[src/rtl/core/cpl_div.sv]
// Pipelined restoring divider, one quotient bit per register stage, with sideband.
// Depends on nothing; widths come from its parameters.
`default_nettype none

module cpl_div #(
   parameter int NUM_W = 30,
   parameter int DEN_W = 13,
   parameter int SB_W  = 1
) (
   input  wire logic             clock,
   input  wire logic             reset,
   input  wire logic             en,
   input  wire logic             in_valid,
   input  wire logic [NUM_W-1:0] in_num,
   input  wire logic [DEN_W-1:0] in_den,
   input  wire logic [SB_W-1:0]  in_sb,
   output logic                  out_valid,
   output logic [NUM_W-1:0]      out_quot,
   output logic [SB_W-1:0]       out_sb
);

   logic             vld_ff  [NUM_W];
   logic [DEN_W-1:0] rem_ff  [NUM_W];
   logic [NUM_W-1:0] numq_ff [NUM_W];
   logic [DEN_W-1:0] den_ff  [NUM_W];
   logic [SB_W-1:0]  sb_ff   [NUM_W];

   genvar s;
   generate
      for (s = 0; s < NUM_W; s++) begin : g_step
         logic             vld_prev;
         logic [DEN_W-1:0] rem_prev;
         logic [NUM_W-1:0] numq_prev;
         logic [DEN_W-1:0] den_prev;
         logic [SB_W-1:0]  sb_prev;
         logic [DEN_W:0]   trial;
         logic [DEN_W:0]   diff;
         logic             ge;
         logic [DEN_W-1:0] rem_in;
         logic [NUM_W-1:0] numq_in;

         if (s == 0) begin : g_first
            assign vld_prev  = in_valid;
            assign rem_prev  = '0;
            assign numq_prev = in_num;
            assign den_prev  = in_den;
            assign sb_prev   = in_sb;
         end else begin : g_next
            assign vld_prev  = vld_ff[s-1];
            assign rem_prev  = rem_ff[s-1];
            assign numq_prev = numq_ff[s-1];
            assign den_prev  = den_ff[s-1];
            assign sb_prev   = sb_ff[s-1];
         end

         // shift in the next dividend bit, subtract when it fits
         always_comb begin
            trial   = {rem_prev, numq_prev[NUM_W-1]};
            diff    = trial - {1'b0, den_prev};
            ge      = (trial >= {1'b0, den_prev});
            rem_in  = ge ? diff[DEN_W-1:0] : trial[DEN_W-1:0];
            numq_in = {numq_prev[NUM_W-2:0], ge};
         end

         always_ff @(posedge clock) begin
            if (reset) begin
               vld_ff[s] <= 1'b0;
            end else if (en) begin
               vld_ff[s] <= vld_prev;
            end
         end

         always_ff @(posedge clock) begin
            if (en) begin
               rem_ff[s]  <= rem_in;
               numq_ff[s] <= numq_in;
               den_ff[s]  <= den_prev;
               sb_ff[s]   <= sb_prev;
            end
         end
      end
   endgenerate

   assign out_valid = vld_ff[NUM_W-1];
   assign out_quot  = numq_ff[NUM_W-1];
   assign out_sb    = sb_ff[NUM_W-1];

endmodule

`default_nettype wire

[config.mk]
export PLATFORM = sky130hd
export DESIGN_NAME = cpl_div
export DESIGN_NICKNAME = d
export VERILOG_FILES = /design/src/rtl/core/cpl_div.sv
export SDC_FILE = /design/constraint.sdc
export NUM_CORES = 2
export LEC_CHECK = 0
export BUFFER_PORTS_ARGS = -buffer_cell sky130_fd_sc_hd__buf_2
export CAP_MARGIN = 20
export CELL_PAD_IN_SITES_DETAIL_PLACEMENT = 1
export CELL_PAD_IN_SITES_GLOBAL_PLACEMENT = 1
export CORE_ASPECT_RATIO = 0.8
export CORE_MARGIN = 1
export CORE_UTILIZATION = 33
export CTS_CLUSTER_DIAMETER = 50
export DETAILED_ROUTE_END_ITERATION = 6
export HOLD_SLACK_MARGIN = 0.03
export PLACE_DENSITY = 0.63
export SLEW_MARGIN = 20
export SYNTH_ARGS = -nofsm -noshare
export SYNTH_HDL_FRONTEND = slang
export SYNTH_SLANG_ARGS = --single-unit
[constraint.sdc]
create_clock -name clock -period 2.9 [get_ports clock]
set_clock_uncertainty 0.2 [all_clocks]
set_input_delay 0.29 -clock clock [delete_from_list [all_inputs] [get_ports clock]]
set_output_delay 0.29 -clock clock [all_outputs]
set_load 0.05 [all_outputs]
==> reports/metrics.cfg <==
[outcome]
run_status=finished, violations left
failed_checks=design-rule violations, negative setup slack

[floorplan]
die-area_um2=224000
num_rows=154
start_util=0.332
io_pins=80
die_h_um=423
die_w_um=528
core_um2=220000

[global_route]
grtUsageMet1=0.178
busiest_layer=met2
grt_pass1_wl_um=234000
grtUsageMet3=0.0217
grt_max_degree=153
antenna_found_initial=2
grt_usage=0.129
grt_overflow_total=0
met2_usage=0.207
first_global_vias=43100

[placement]
dp_hpwl_um=97300
gp_congestion=0.825
port_buffers=79

[timing]
slew_headroom=0.340
setup_tns_ns=-5.99
rsz0062_at_grt=true
hold_slack_ns=0.132
finalWorstSetupSlack_ns=-0.211
post-route-period-util=1.07
fmax_mhz=321
finalMaxSlewViolations=0
fin_crit_ns=3.11
worst_pin_slew_ns=0.984
final_hold_viol_count=0
finalSetupViolCount=70

[min_path]
hold_path.class=in2reg
hold_end=den_ff[0][1]$_DFFE_PP_
hold_depth=2
worstHoldStart=in_den[1]

[synthesis]
synth_top_area_share=0.704
syn-num-nets=5332
async_flop_share=0
ys_top_cells_by_area=edfxtp_1 (70%), ha_1 (6.5%), inv_1 (2.6%)
synthesis.area_um2=73100
syn_area_per_cell_um2=15.0
yosysWarnings=0
yosysUniqueCellTypes=74
ys_seq_area_frac=0.704
synth_edf_count=1714
synth_seq_cells=1714
yosys.area.top_type=edfxtp_1
synth_top_flop_cell=edfxtp_1
synth_cells=4877

[power_and_ir_drop]
power_frac_seq=0.378
pwr-share-comb=0.356
finalPower_mw=94.7
p_sw_frac=0.313
p_int_mw=65.1
power_density_nw_per_um2=1040
p_leak_nw=34.8
power.switching_mw=29.6
ir_worst_vdd_mv=0.498
p_clk_frac=0.267

[setup_path]
critPathLaunchType=register
timing.rr.start=numq_ff[6][29]$_DFFE_PP_
reg2reg_setup_slack_ns=-0.21
crit_required_ns=3.27
reg2reg_depth=11
crit_buf_inv=3
cp_top_family=compound AO/OA/AOI/OAI gates
worstPathArrival_ns=3.48
cp_slowest_cell=edfxtp_1
max_stage_delay_ns=0.39
critPathCaptureType=register
critPathMaxFanout=6
critical_path_class=reg2reg
timing.rr.end=rem_ff[7][3]$_DFFE_PP_
crit_chain=inv_1 > ha_2 > inv_2 > fa_2 > a211o_1 > a211oi_4 > o31ai_4 > o211ai_1 > buf_4 > a21oi_4 > mux2_4

[clocking]
numClockSinks=1714
clk_pin_slew_worst_paths_ns=0.06
worstSkewPairLatency_ns=0.85
cts_inserted_buffers=203
cts_tree=yes
clk_root_buffer_cell=clkbuf_16
cts_buffer_depth=4
htreeDepth=4

[routing]
routedWlPerCell_um=16.8
drt_iter0_drc=2330
drt-total-wl_um=149000
drtAntennaViolNets=0
vias=41300
drc_errors=1
viasPerCell=4.68
drt-pass1-iter-count=7

[cells_and_area]
drive_gt1_frac=0.237
multi_input_area_um2=21300
final_common_cell=edfxtp_1
final_nets=6170
num-fill-cells=22300
seq_area_um2=51500
syn2layout_area_growth_pct=24.6
layout_common_cells=edfxtp_1 (1714), inv_1 (476), buf_4 (398)
utilization=0.414

[job]
drv_cap=0

[sequential cells by signal, summed over array words and instances (netlist names)]
register	count
vld_ff	30
sb_ff	30
numq_ff	900
den_ff	377
rem_ff	377
[power groups by stage]
stage,Combinational (mW),Clock (mW),Sequential [mW]
after floorplan,19.5,0,35.0
after global placement,27.2,0,36.2
after detailed placement,28.2,0,36.2
after CTS,30.3,26.2,35.8
after global routing,37.0,27.1,36.2
final,33.7,25.3,35.8
[cell families (layout without fill, tap and decap cells)]
kind of cell | Yosys count | count (layout) | share of synthesized area
xor gates and xnor gates | 268 | 268 | 0.0321
muxes | 179 | 179 | 0.0271
other | 0 | 1 | 0
buffers and inverters | 566 | 1555 | 0.0299
AOI/OAI and AO/OA | 986 | 989 | 0.0844
adders and majority gates | 407 | 407 | 0.0725
DFF | 1714 | 1714 | 0.704
and+or+nand+nor | 757 | 757 | 0.0503
[synth_stat cells, types with 37 or more instances]
cell      count
a21oi_1     299
mux2_2      154
a21o_1       93
a211oi_1     38
nor3_1       52
xnor2_1     154
edfxtp_1   1714
and2_1       37
nand2b_1     47
o21a_1       64
inv_1       515
nor2_1      201
xor2_1      114
nand4_1      53
o21bai_1     37
nand2_1     231
o21ai_0     261
ha_1        379
[per-layer routing]
metal	wire (µm)	share of wire
met1	70700	0.48
met2	68900	0.46
met3	5060	0.034
met4	3790	0.026
met5	0	0
[per-stage QoR]
step,cell area (µm²),cells,setup slack [ns]
3_3_place_gp,80400,8258,-0.209
3_5_place_dp,80400,8258,-0.340
4_1_cts,89100,8754,-0.206
2_1_floorplan,73200,4877,-0.219
5_1_grt,91200,8834,-0.345
6_report,91200,8834,-0.211
[worst max path at each step]
stage                                    startpoint                       end  slack (ns)  cells after the start
after detailed placement   numq_ff[6][29]$_DFFE_PP_    rem_ff[7][6]$_DFFE_PP_       -0.34                     10
after floorplan           numq_ff[17][29]$_DFFE_PP_  rem_ff[18][10]$_DFFE_PP_       -0.22                     12
after CTS                  numq_ff[6][29]$_DFFE_PP_    rem_ff[7][3]$_DFFE_PP_       -0.21                     11
after global placement     numq_ff[6][29]$_DFFE_PP_    rem_ff[7][3]$_DFFE_PP_       -0.21                     10
final                      numq_ff[6][29]$_DFFE_PP_    rem_ff[7][3]$_DFFE_PP_       -0.21                     11
after global routing       numq_ff[6][29]$_DFFE_PP_    rem_ff[7][0]$_DFFE_PP_       -0.34                     13
[layout make-up]
type	instances	area share
timing repair buffer	681	0.0666
clock buffer	234	0.0577
sequential	1714	0.565
antenna	1	0.0000275
clock inverter	125	0.0149
multi-input combinational	2600	0.234
tap	2964	0.0407
inverter	515	0.0213
[repair_timing]
| action | in CTS | in global routing |
|---|---|---|
| hold buffers | 91 | 0 |
| setup endpoints to repair | 325 | 363 |
| gates cloned | 10 | 20 |
| pin swaps | 80 | 157 |
| hold endpoints to repair | 439 | 0 |
| setup buffers | 36 | 64 |
| gates resized for setup | 184 | 415 |
(Power assumes the default switching activity.)
