==> src/rtl/core/cpl_pkg.sv <==
// Shared constants, register indexes and sideband types for the chassis current
// power limiter. Used by all modules but cpl_div; depends on nothing.
`default_nettype none

package cpl_pkg;

   localparam int MOTOR_COUNT = 4;
   localparam int CUR_W       = 16;
   localparam int MAG_W       = 16;
   localparam int SUM_W       = MAG_W + $clog2(MOTOR_COUNT);
   localparam int LIMIT_W     = 17;
   localparam int FRAC_W      = 16;
   localparam int POWER_W     = 16;
   localparam int BUF_W       = 9;

   localparam logic [LIMIT_W-1:0] LIMIT_MAX = {LIMIT_W{1'b1}};

   // front dividers: share fraction, buffer fraction and taper fraction
   localparam int FDIV_NUM_W = 30;
   localparam int FDIV_DEN_W = 13;
   // back divider: limit over current sum
   localparam int LDIV_NUM_W = LIMIT_W + FRAC_W;

   localparam int CSR_IDX_W  = 3;
   localparam int CSR_DATA_W = 16;

   localparam logic [CSR_IDX_W-1:0] CSR_POWER_LIMIT   = 3'd0;
   localparam logic [CSR_IDX_W-1:0] CSR_WARN_BUFFER   = 3'd1;
   localparam logic [CSR_IDX_W-1:0] CSR_MIN_BUFFER    = 3'd2;
   localparam logic [CSR_IDX_W-1:0] CSR_BUFFER_LIMIT  = 3'd3;
   localparam logic [CSR_IDX_W-1:0] CSR_POWER_BASE    = 3'd4;
   localparam logic [CSR_IDX_W-1:0] CSR_REF_POWER     = 3'd5;

   localparam logic [7:0]  RST_POWER_LIMIT  = 8'd80;
   localparam logic [7:0]  RST_WARN_BUFFER  = 8'd50;
   localparam logic [7:0]  RST_MIN_BUFFER   = 8'd5;
   localparam logic [15:0] RST_BUFFER_LIMIT = 16'd16000;
   localparam logic [15:0] RST_POWER_BASE   = 16'd20000;
   localparam logic [7:0]  RST_REF_POWER    = 8'd80;

   typedef struct packed {
      logic                              p_eq_r;
      logic                              hi_power;
      logic [MOTOR_COUNT-1:0]            neg;
      logic [MOTOR_COUNT-1:0][MAG_W-1:0] mag;
      logic [SUM_W-1:0]                  total;
   } front_sb_type;

   typedef struct packed {
      logic [LIMIT_W-1:0]                limit;
      logic                              scaled;
      logic [MOTOR_COUNT-1:0]            neg;
      logic [MOTOR_COUNT-1:0][MAG_W-1:0] mag;
   } back_sb_type;

endpackage

`default_nettype wire

==> src/rtl/core/cpl_scale.sv <==
// Final stage: scales each current magnitude by the limit ratio when the sum is over
// the limit, and restores sign. Depends on cpl_pkg.
`default_nettype none

module cpl_scale
   import cpl_pkg::*;
(
   input  wire logic                      clock,
   input  wire logic                      reset,
   input  wire logic                      en,
   input  wire logic                      in_valid,
   input  wire logic [LDIV_NUM_W-1:0]     in_quot,
   input  wire back_sb_type               in_sb,
   output logic                           out_valid,
   output logic [MOTOR_COUNT-1:0][CUR_W-1:0] out_current,
   output logic [LIMIT_W-1:0]             out_limit,
   output logic                           out_scaled
);

   logic                             v_ff;
   logic [MOTOR_COUNT-1:0][CUR_W-1:0] cur_ff;
   logic [MOTOR_COUNT-1:0][CUR_W-1:0] cur_in;
   logic [LIMIT_W-1:0]               limit_ff;
   logic                             scaled_ff;

   always_comb begin
      for (int i = 0; i < MOTOR_COUNT; i++) begin
         logic [MAG_W+FRAC_W-1:0] prod;
         logic [MAG_W-1:0]        a;
         prod = (MAG_W+FRAC_W)'(in_sb.mag[i]) * (MAG_W+FRAC_W)'(in_quot[FRAC_W-1:0]);
         a    = in_sb.scaled ? prod[MAG_W+FRAC_W-1:FRAC_W] : in_sb.mag[i];
         cur_in[i] = in_sb.neg[i] ? CUR_W'(0 - a) : CUR_W'(a);
      end
   end

   always_ff @(posedge clock) begin
      if (reset) begin
         v_ff <= 1'b0;
      end else if (en) begin
         v_ff <= in_valid;
      end
   end

   always_ff @(posedge clock) begin
      if (en) begin
         cur_ff    <= cur_in;
         limit_ff  <= in_sb.limit;
         scaled_ff <= in_sb.scaled;
      end
   end

   assign out_valid   = v_ff;
   assign out_current = cur_ff;
   assign out_limit   = limit_ff;
   assign out_scaled  = scaled_ff;

endmodule

`default_nettype wire

==> config.mk <==
export PLATFORM = sky130hd
export DESIGN_NAME = cpl_scale
export DESIGN_NICKNAME = d
export VERILOG_FILES = /design/src/rtl/core/cpl_pkg.sv /design/src/rtl/core/cpl_scale.sv
export SDC_FILE = /design/constraint.sdc
export NUM_CORES = 2
export LEC_CHECK = 0
export ABC_AREA = 1
export ABC_CLOCK_PERIOD_IN_PS = 7200
export BUFFER_PORTS_ARGS = -buffer_cell sky130_fd_sc_hd__buf_2
export CAP_MARGIN = 20
export CORE_MARGIN = 10
export CORE_UTILIZATION = 40
export DETAILED_ROUTE_END_ITERATION = 10
export GPL_TIMING_DRIVEN = 0
export PLACE_DENSITY_LB_ADDON = 0.25
export REMOVE_ABC_BUFFERS = 1
export SYNTH_ARGS = -nofsm -noshare
export SYNTH_HDL_FRONTEND = slang
export SYNTH_SLANG_ARGS = --single-unit
==> constraint.sdc <==
create_clock -name clock -period 7.2 [get_ports clock]
set_input_delay 1.08 -clock clock [delete_from_list [all_inputs] [get_ports clock]]
set_output_delay 1.08 -clock clock [all_outputs]
set_load 0.1 [all_outputs]
==> impl_metrics.json <==
{
  "synthAdderAreaFrac_pct": 49.7,
  "cts_buffers": 9,
  "first_global_vias": 36100,
  "grt_usage_pct": 19.7,
  "grt_pass1_wl_um": 186000,
  "path_delay_family": "adder cells",
  "slew-limit-headroom_pct": 38.7,
  "min_period_ns": 6.86,
  "synth_xor_xnor_area_share_pct": 1.10,
  "yosys.area_share.simple_pct": 23.2,
  "io_pins": 206,
  "vias_per_cell": 4.77,
  "coreArea_mm2": 0.102,
  "synth_top_family_by_area": "adder cells",
  "netlist.area_leader.share_pct": 37.4,
  "layout-drive-gt1-share_pct": 5.40,
  "ys_seq_elements": 83,
  "antenna_found_initial": 2,
  "fin_area_mm2": 0.0444,
  "status": "finished clean",
  "seqCellArea_mm2": 0.00248,
  "num-nets-final": 7129,
  "start_kind": "input port",
  "root_buffer": "clkbuf_16",
  "grt_max_degree": 65,
  "synth_top_cell_by_area": "fa_1",
  "cpMostUsedCell": "nand2_1",
  "grt-ovfl-total": 0,
  "whs_ns": 0.520,
  "synth_compound_area_share_pct": 2.25,
  "post_dp_cell_area_mm2": 0.0434,
  "worst_slack_ns": 0.336,
  "cpMaxStageDelayCell": "fa_1",
  "slowest_delay_ns": 0.55,
  "worstPathMaxFanout": 16,
  "setup_viol": 0,
  "rsz0062_at_grt": "true",
  "ys_types": 37,
  "die_h_um": 342,
  "route.detailed.drc": 0,
  "syn-instance-count": 5849,
  "cts_sinks": 83,
  "critPathCaptureType": "flop",
  "clk_latency_ns": 0.42,
  "clk_pin_slew_ns": 0.08,
  "max_freq_mhz": 146,
  "post-dp-hpwl_um": 83600,
  "hold_viol": 0,
  "drt_iter0_drc": 1889,
  "max-cap-violations": 0,
  "fillCellCount": 10600,
  "hp-class": "reg2reg",
  "htreeDepth": 3,
  "synthesis.area_mm2": 0.0414,
  "yosys-top-cells-area": "fa_1 (37%), nand2_1 (17%), inv_1 (15%), ha_1 (12%), edfxtp_1 (6.0%)",
  "die_w_um": 342,
  "finalWeightedCongestion": 0.891,
  "worst-path-buf-inv": 9,
  "required_ns": 7.39,
  "portBuffers": 188,
  "rows": 117,
  "yosysSeqAreaShare_pct": 6.00,
  "multiInputGateArea_mm2": 0.0317,
  "synthMuxAreaShare_pct": 0.0242,
  "final_common_cell": "nand2_1",
  "mostFrequentLayoutCells": "nand2_1 (1,855), inv_1 (1,698), fa_1 (772), ha_1 (404), nand3_1 (219)",
  "die-area_mm2": 0.117,
  "start_util_pct": 40.5,
  "yosysWarnings": 0,
  "num_antenna_cells": 0,
  "syn_avg_cell_area_um2": 7.07,
  "crit_arrival_ns": 7.06,
  "tightest_slew_ns": 0.920,
  "cts_tree": "yes",
  "post-place-ws_ns": -0.693,
  "drt-total-wl_um": 119000,
  "min_period_over_period_pct": 95.3,
  "drtPass1Iterations": 6,
  "clockBufferDepth": 2,
  "wl_per_cell_um": 16.6,
  "postRouteAntennaNets": 0,
  "critPathKind": "in2reg",
  "fin_skew_ns": 0,
  "slew_violations": 0,
  "syn2layout_area_growth_pct": 7.30,
  "setup_tns_ns": 0,
  "vias": 34300
}
-- metrics by stage --
stage          instances  util, %
2_1_floorplan       5598        -
3_3_place_gp        7154     42.1
3_5_place_dp        7166     42.5
4_1_cts             7183     42.9
5_1_grt             7199     43.4
6_report            7199     43.4
-- cell families (layout without fill, tap and decap cells) --
logic type | count (synthesis) | count (layout)
AO/OA/AOI/OAI | 172 | 172
XOR/XNOR | 52 | 52
adder cells (fa/ha/maj) | 1180 | 1180
buffers and inverters | 1950 | 1932
flip-flops | 83 | 83
multiplexers | 1 | 1
AND/OR/NAND/NOR | 2411 | 2411
-- state kept, by name (all words and copies together), names as in the netlist --
signal,cells
out_valid,1
out_limit,17
out_current,64
out_scaled,1
-- area by class of cell --
class / count / area share (%)
sequential: 83 / 5.59
timing repair buffer: 217 / 4.02
clock buffer: 10 / 0.516
inverter: 1699 / 14.4
tap: 1368 / 3.86
clock inverter: 6 / 0.254
multi-input combinational: 3816 / 71.4
-- tightest hold or removal path, stage by stage (launching register included) --
cell and delay [ns]:
dfxtp_1 0.34, mux2i_1 0.07, nor2_1 0.07
-- final timing paths --
kind	startpoint	endpoint	slack (ns)	cells past startpoint
setup reg to reg	out_valid	out_valid	6.60	2
hold reg to reg	out_valid	out_valid	0.52	2
setup / recovery	in_quot[4]	out_current[60]	0.34	32
hold / removal	out_valid	out_valid	0.52	2
-- metal layers --
layer  routed length (µm)  global-route usage [%]  share of wire [%]  vias to the layer above
met5                   13                       0              0.011                        -
met4                 2800                    4.38                2.4                        2
met3                 5620                    2.06                4.7                      150
met2                57300                    34.4                 48                      763
met1                53400                    26.0                 45                    16800
li1                     -                       -                  -                    16600
-- Yosys cell counts (all sizes together) --
master and instances:
buf 56, a21boi 1, dfxtp 1, nor3 24, inv 1699, nor4 4, a31oi 5, and2 9
nand3 220, a21oi 90, o211ai 1, and3 2, mux2i 1, nand3b 11, o21bai 14, edfxtp 82
ha 408, xnor2 24, nand2 1873, o31ai 1, a21o 5, nor2 220, nor2b 2, xor2 28
fa 772, o21ai 52, or2 30, o21a 3, clkbuf 195, nand4 16
-- timing repair --
action,4_1_cts,5_1_grt
pin swaps,0,8
hold buffers,0,0
gates cloned,1,15
setup buffers,0,1
endpoints found under the setup margin,21,48
resized for setup,3,72
Power is not shown: default switching activity piles up to over one toggle a cycle in this logic, so the estimate is an artifact.
