<file path="src/rtl/core/cpl_pkg.sv">
// Shared constants, register indexes and sideband types for the chassis current
// power limiter. Used by all modules but cpl_div; depends on nothing.
`default_nettype none

package cpl_pkg;

   localparam int MOTOR_COUNT = 4;
   localparam int CUR_W       = 16;
   localparam int MAG_W       = 16;
   localparam int SUM_W       = MAG_W + $clog2(MOTOR_COUNT);
   localparam int LIMIT_W     = 17;
   localparam int FRAC_W      = 16;
   localparam int POWER_W     = 16;
   localparam int BUF_W       = 9;

   localparam logic [LIMIT_W-1:0] LIMIT_MAX = {LIMIT_W{1'b1}};

   // front dividers: share fraction, buffer fraction and taper fraction
   localparam int FDIV_NUM_W = 30;
   localparam int FDIV_DEN_W = 13;
   // back divider: limit over current sum
   localparam int LDIV_NUM_W = LIMIT_W + FRAC_W;

   localparam int CSR_IDX_W  = 3;
   localparam int CSR_DATA_W = 16;

   localparam logic [CSR_IDX_W-1:0] CSR_POWER_LIMIT   = 3'd0;
   localparam logic [CSR_IDX_W-1:0] CSR_WARN_BUFFER   = 3'd1;
   localparam logic [CSR_IDX_W-1:0] CSR_MIN_BUFFER    = 3'd2;
   localparam logic [CSR_IDX_W-1:0] CSR_BUFFER_LIMIT  = 3'd3;
   localparam logic [CSR_IDX_W-1:0] CSR_POWER_BASE    = 3'd4;
   localparam logic [CSR_IDX_W-1:0] CSR_REF_POWER     = 3'd5;

   localparam logic [7:0]  RST_POWER_LIMIT  = 8'd80;
   localparam logic [7:0]  RST_WARN_BUFFER  = 8'd50;
   localparam logic [7:0]  RST_MIN_BUFFER   = 8'd5;
   localparam logic [15:0] RST_BUFFER_LIMIT = 16'd16000;
   localparam logic [15:0] RST_POWER_BASE   = 16'd20000;
   localparam logic [7:0]  RST_REF_POWER    = 8'd80;

   typedef struct packed {
      logic                              p_eq_r;
      logic                              hi_power;
      logic [MOTOR_COUNT-1:0]            neg;
      logic [MOTOR_COUNT-1:0][MAG_W-1:0] mag;
      logic [SUM_W-1:0]                  total;
   } front_sb_type;

   typedef struct packed {
      logic [LIMIT_W-1:0]                limit;
      logic                              scaled;
      logic [MOTOR_COUNT-1:0]            neg;
      logic [MOTOR_COUNT-1:0][MAG_W-1:0] mag;
   } back_sb_type;

endpackage

`default_nettype wire

</file>
<file path="src/rtl/core/cpl_limit.sv">
// Three-stage limit path: share and buffer products, taper product, then select
// and saturate. Depends on cpl_pkg.
`default_nettype none

module cpl_limit
   import cpl_pkg::*;
(
   input  wire logic                  clock,
   input  wire logic                  reset,
   input  wire logic                  en,
   input  wire logic                  in_valid,
   input  wire logic [FDIV_NUM_W-1:0] in_frac_share,
   input  wire logic [FDIV_NUM_W-1:0] in_frac_buf,
   input  wire logic [FDIV_NUM_W-1:0] in_frac_taper,
   input  wire logic                  in_low_buf,
   input  wire logic                  in_taper_ok,
   input  wire front_sb_type          in_sb,
   input  wire logic [15:0]           cfg_buffer_limit,
   input  wire logic [15:0]           cfg_power_base,
   output logic                       out_valid,
   output logic [LDIV_NUM_W-1:0]      out_num,
   output logic [SUM_W-1:0]           out_den,
   output back_sb_type                out_sb
);

   localparam int FS_W    = 24;
   localparam int FB_W    = 25;
   localparam int FT_W    = 18;
   localparam int SHARE_W = 24;
   localparam int LBL_W   = 25;
   localparam int SF_W    = 26;
   localparam int WIDE_W  = 27;
   localparam int CMP_W   = LIMIT_W + SUM_W;

   // stage 1
   logic                  v1_ff;
   logic [SHARE_W-1:0]    share1_ff;
   logic [SHARE_W-1:0]    share1_in;
   logic [LBL_W-1:0]      lbl1_ff;
   logic [FT_W-1:0]       ft1_ff;
   logic                  lb1_ff;
   logic                  tok1_ff;
   front_sb_type          sb1_ff;
   logic [16+FS_W-1:0]    share_prod;
   logic [16+FB_W-1:0]    lbl_prod;

   // stage 2
   logic                  v2_ff;
   logic [SHARE_W-1:0]    share2_ff;
   logic [LBL_W-1:0]      lbl2_ff;
   logic [SF_W-1:0]       sf2_ff;
   logic                  lb2_ff;
   logic                  tok2_ff;
   front_sb_type          sb2_ff;
   logic [SHARE_W+FT_W-1:0] sf_prod;

   // stage 3
   logic                  v3_ff;
   logic [LIMIT_W-1:0]    limit_ff;
   logic [LIMIT_W-1:0]    limit_in;
   logic                  scaled_ff;
   logic                  scaled_in;
   front_sb_type          sb3_ff;
   logic [WIDE_W-1:0]     wide;

   always_comb begin
      share_prod = 40'(cfg_power_base) * 40'(in_frac_share[FS_W-1:0]);
      lbl_prod   = 41'(cfg_buffer_limit) * 41'(in_frac_buf[FB_W-1:0]);
      share1_in  = in_sb.p_eq_r ? SHARE_W'(cfg_power_base)
                                : share_prod[16+FS_W-1:FRAC_W];
   end

   always_ff @(posedge clock) begin
      if (reset) begin
         v1_ff <= 1'b0;
         v2_ff <= 1'b0;
         v3_ff <= 1'b0;
      end else if (en) begin
         v1_ff <= in_valid;
         v2_ff <= v1_ff;
         v3_ff <= v2_ff;
      end
   end

   always_ff @(posedge clock) begin
      if (en) begin
         share1_ff <= share1_in;
         lbl1_ff   <= lbl_prod[16+FB_W-1:FRAC_W];
         ft1_ff    <= in_frac_taper[FT_W-1:0];
         lb1_ff    <= in_low_buf;
         tok1_ff   <= in_taper_ok;
         sb1_ff    <= in_sb;
      end
   end

   assign sf_prod = 42'(share1_ff) * 42'(ft1_ff);

   always_ff @(posedge clock) begin
      if (en) begin
         share2_ff <= share1_ff;
         lbl2_ff   <= lbl1_ff;
         sf2_ff    <= sf_prod[SHARE_W+FT_W-1:FRAC_W];
         lb2_ff    <= lb1_ff;
         tok2_ff   <= tok1_ff;
         sb2_ff    <= sb1_ff;
      end
   end

   // low buffer wins; otherwise taper above the threshold power
   always_comb begin
      priority if (lb2_ff) begin
         wide = WIDE_W'(lbl2_ff);
      end else if (sb2_ff.hi_power) begin
         wide = WIDE_W'(cfg_buffer_limit) + (tok2_ff ? WIDE_W'(sf2_ff) : '0);
      end else begin
         wide = WIDE_W'(cfg_buffer_limit) + WIDE_W'(share2_ff);
      end
      limit_in  = (wide > WIDE_W'(LIMIT_MAX)) ? LIMIT_MAX : wide[LIMIT_W-1:0];
      scaled_in = CMP_W'(sb2_ff.total) > CMP_W'(limit_in);
   end

   always_ff @(posedge clock) begin
      if (en) begin
         limit_ff  <= limit_in;
         scaled_ff <= scaled_in;
         sb3_ff    <= sb2_ff;
      end
   end

   assign out_valid     = v3_ff;
   assign out_num       = {limit_ff, {FRAC_W{1'b0}}};
   assign out_den       = sb3_ff.total;
   assign out_sb.limit  = limit_ff;
   assign out_sb.scaled = scaled_ff;
   assign out_sb.neg    = sb3_ff.neg;
   assign out_sb.mag    = sb3_ff.mag;

endmodule

`default_nettype wire

</file>
<file path="config.mk">
export PLATFORM = sky130hd
export DESIGN_NAME = cpl_limit
export DESIGN_NICKNAME = d
export VERILOG_FILES = /design/src/rtl/core/cpl_pkg.sv /design/src/rtl/core/cpl_limit.sv
export SDC_FILE = /design/constraint.sdc
export NUM_CORES = 2
export LEC_CHECK = 0
export BUFFER_PORTS_ARGS = -buffer_cell sky130_fd_sc_hd__buf_2
export CAP_MARGIN = 20
export CORE_ASPECT_RATIO = 0.9
export CORE_MARGIN = 1
export CORE_UTILIZATION = 66
export DETAILED_ROUTE_END_ITERATION = 8
export MAX_ROUTING_LAYER = met4
export PLACE_DENSITY = 0.88
export SLEW_MARGIN = 0
export SYNTH_ARGS = -nofsm -noshare
export SYNTH_HDL_FRONTEND = slang
export SYNTH_SLANG_ARGS = --single-unit
</file>
<file path="constraint.sdc">
create_clock -name clock -period 24.4 [get_ports clock]
set_clock_uncertainty 0.1 [all_clocks]
set_input_delay 4.88 -clock clock [delete_from_list [all_inputs] [get_ports clock]]
set_output_delay 4.88 -clock clock [all_outputs]
set_load 0.05 [all_outputs]
</file>
==> summary.md <==
| Metric | Value |
|---|---|
| H-tree lvl count | 2 |
| Die area | 81000 um^2 |
| Yosys cell types | 77 |
| Initial antenna violation count | 14 |
| Cell Area, Synth | 52700 um^2 |
| DPL Wire Length | 95100 um |
| Core area | 78400 um^2 |
| Seq/Total Area, Yosys | 24.3% |
| Routed Antenna Nets | 0 |
| Reg clk slew, reported paths | 0.07 ns |
| Ports | 354 |
| CTS tree | done |
| Fmax | 86.0 MHz |
| Clock latency at the later pin of the worst-skew pair | 0.61 ns |
| Hold_buf cts | 0 |
| Min-Delay Path Class | flop to flop |
| Clock sinks | 427 |
| Synthesized flop and latch total | 427 |
| Setup bufs post-CTS | 0 |
| Final setup vio count | 0 |
| First-pass iteration count of the detailed router | 6 |
| Most frequent cells in the layout | 1076 x inv_1, 976 x fa_1, 917 x nand2_1 |
| Row cnt | 97 |
| Die Ht | 270 um |
| Status | complete, no violations |
| TNS Setup | 0 ns |
| Vias | 37600 |
| Root Driver | clkbuf_16 |
| Routed met1 length | 46400 um |
| Die width | 300 um |
| Global-route wire length before repair | 214000 um |
| Gr ovfl total | 0 |
| Hold path cells | 0 |
| Layout fillers | 5118 |
| WL per Instance | 20.9 um |
| Routed wl met3 | 13900 um |
| Fin crit period | 11.63 ns |
| Mean Syn Cell Area | 10.3 um^2 |
| Ys async rst share | 0% |
| Share of cells above drive strength 1 | 8.23% |
| # DRC | 0 |
| Period utilisation layout | 47.7% |
| RSZ-0062 raised after global routing | no |
| Routed WL | 133000 um |
| Crit path arrival time | 11.88 ns |
| Drt initial violations | 3544 |
| Vias in the first global route | 41000 |
| Final Wtd Congestion | 0.939 |
| Initial core utilization | 67.2% |
| Slew @ Worst Pin | 1.15 ns |
| TritonCTS Buffers | 42 |
| Vias per cell | 5.91 |
| Top routing layer used | met4 |
| Nets | 6850 |
| Setup crit end kind | flop |
| Rel. slew slack | 23.6% |
| Final hold violation count | 0 |
| Post-synth top flop | edfxtp_1 |
| Max FO, Critical Path | 27 |
| Max-slew violations | 0 |
| Met2 routed WL | 65800 um |
| CTS resizes | 0 |
| Total track usage | 35.1% |
| Cells on worst reg2reg path | 21 |
| Synth Instances | 5119 |
| Critical Path RT | 24.65 ns |
| Largest net degree at the start of global routing | 123 |
| Clk buf depth | 3 |
| Crit Path Class | primary input to flop |
| Maximum Capacitance Violations | 0 |
| Commonest non-fill, non-tap cell in the layout | inv_1 |
| PortBufs | 314 |
| Layout Area Growth over Synthesis | 6.92% |
| CP Launch Type | primary input |
| Yosys warning total | 0 |
| EDFF count, synth | 424 |
cell usage after synthesis, types with 5 or more instances:
library cell	count	area (um^2)
edfxtp_1	424	12700
a31oi_1	16	100
or3_1	5	31.3
buf_4	34	255
nand4_1	20	125
xor2_1	44	385
nand2b_1	13	81.3
fa_1	976	19500
o21a_1	21	158
and3_1	12	75.1
o211a_1	5	50.1
clkbuf_1	213	800
and2_1	405	2530
inv_1	1076	4040
nor3_1	20	100
o211ai_1	9	67.6
nor2_1	83	312
o21bai_1	7	52.6
o21ai_0	74	370
a21boi_0	6	45.0
a211oi_1	20	150
nand3_1	28	140
ha_1	381	4770
nor2b_1	14	87.6
or2_2	5	31.3
xnor2_1	58	508
a21oi_1	86	430
o31ai_1	5	37.5
a21o_1	50	375
nand2_1	917	3440
mux2i_1	10	100
sequential cells by signal, indices dropped and copies added, names as in the netlist:
| signal | flops |
|---|---|
| limit_ff | 17 |
| lbl1_ff | 25 |
| lb1_ff | 1 |
| v1_ff | 1 |
| ft1_ff | 18 |
| share1_ff | 24 |
| lbl2_ff | 25 |
| out_den | 18 |
| tok2_ff | 1 |
| sb2_ff | 87 |
| scaled_ff | 1 |
| out_sb | 68 |
| lb2_ff | 1 |
| v2_ff | 1 |
| out_valid | 1 |
| tok1_ff | 1 |
| share2_ff | 24 |
| sb1_ff | 87 |
| sf2_ff | 26 |
through the flow:
step / area, um^2 / worst slack (ns) / cells / hold slack (ns) / util [%]
4_1_cts: 56300 / 12.87 / 6346 / 0.311 / 71.8
2_1_floorplan: 52800 / 13.34 / 5134 / 0.300 / -
3_3_place_gp: 54800 / 12.42 / 6270 / 0.300 / 69.9
6_report: 56300 / 12.77 / 6360 / 0.310 / 71.9
3_5_place_dp: 54800 / 12.34 / 6271 / 0.305 / 69.9
5_1_grt: 56300 / 12.39 / 6359 / 0.316 / 71.9
cell type report:
class | count | area, um^2 | share of cell area (%)
sequential | 427 | 12800 | 22.7
inverter | 1076 | 4040 | 7.17
clock buffer | 45 | 1060 | 1.89
timing repair buffer | 350 | 1890 | 3.36
clock inverter | 30 | 389 | 0.691
tap | 1039 | 1300 | 2.31
multi-input combinational | 3380 | 34800 | 61.8
antenna | 13 | 32.5 | 0.0577
path summary, 6_finish.rpt:
kind,to,start,slack [ns]
setup reg to reg,sf2_ff[24],ft1_ff[6],16.65
setup / recovery,lbl1_ff[23],cfg_buffer_limit[4],12.77
hold reg to reg,sb2_ff[67],sb1_ff[67],0.31
hold / removal,sb2_ff[67],sb1_ff[67],0.31
critical path: stages:
cell,delay (ns)
buf_2,0.58
nand2_1,0.22
fa_1,0.58
inv_1,0.05
fa_1,0.47
inv_1,0.05
fa_1,0.51
inv_1,0.06
fa_1,0.55
inv_1,0.05
fa_1,0.48
fa_1,0.51
inv_1,0.05
ha_1,0.36
a21oi_1,0.17
o21ai_0,0.11
a311oi_1,0.22
nand2_1,0.08
a31oi_1,0.34
o21ai_0,0.38
a221oi_1,0.62
o211a_1,0.28
a21boi_0,0.11
xor2_1,0.16
kinds of logic (layout without fill, tap and decap cells):
family,Yosys count,in the layout,share of synthesized area [%]
AOI/OAI and AO/OA,350,350,4.39
xor gates and xnor gates,102,102,1.70
adders and majority gates,1357,1357,46.1
buffers and inverters,1327,1501,9.73
DFF,427,427,24.3
muxes,12,12,0.233
other,1,29,0.00712
and+or+nand+nor,1543,1543,13.5
layer usage:
metal,up-vias,track usage [%]
met1,18700,42.8
met2,2455,57.1
met3,516,6.53
met5,-,-
li1,15900,-
met4,0,15.7
Power is not shown: default switching activity piles up to over one toggle a cycle in this logic, so the estimate is an artifact.
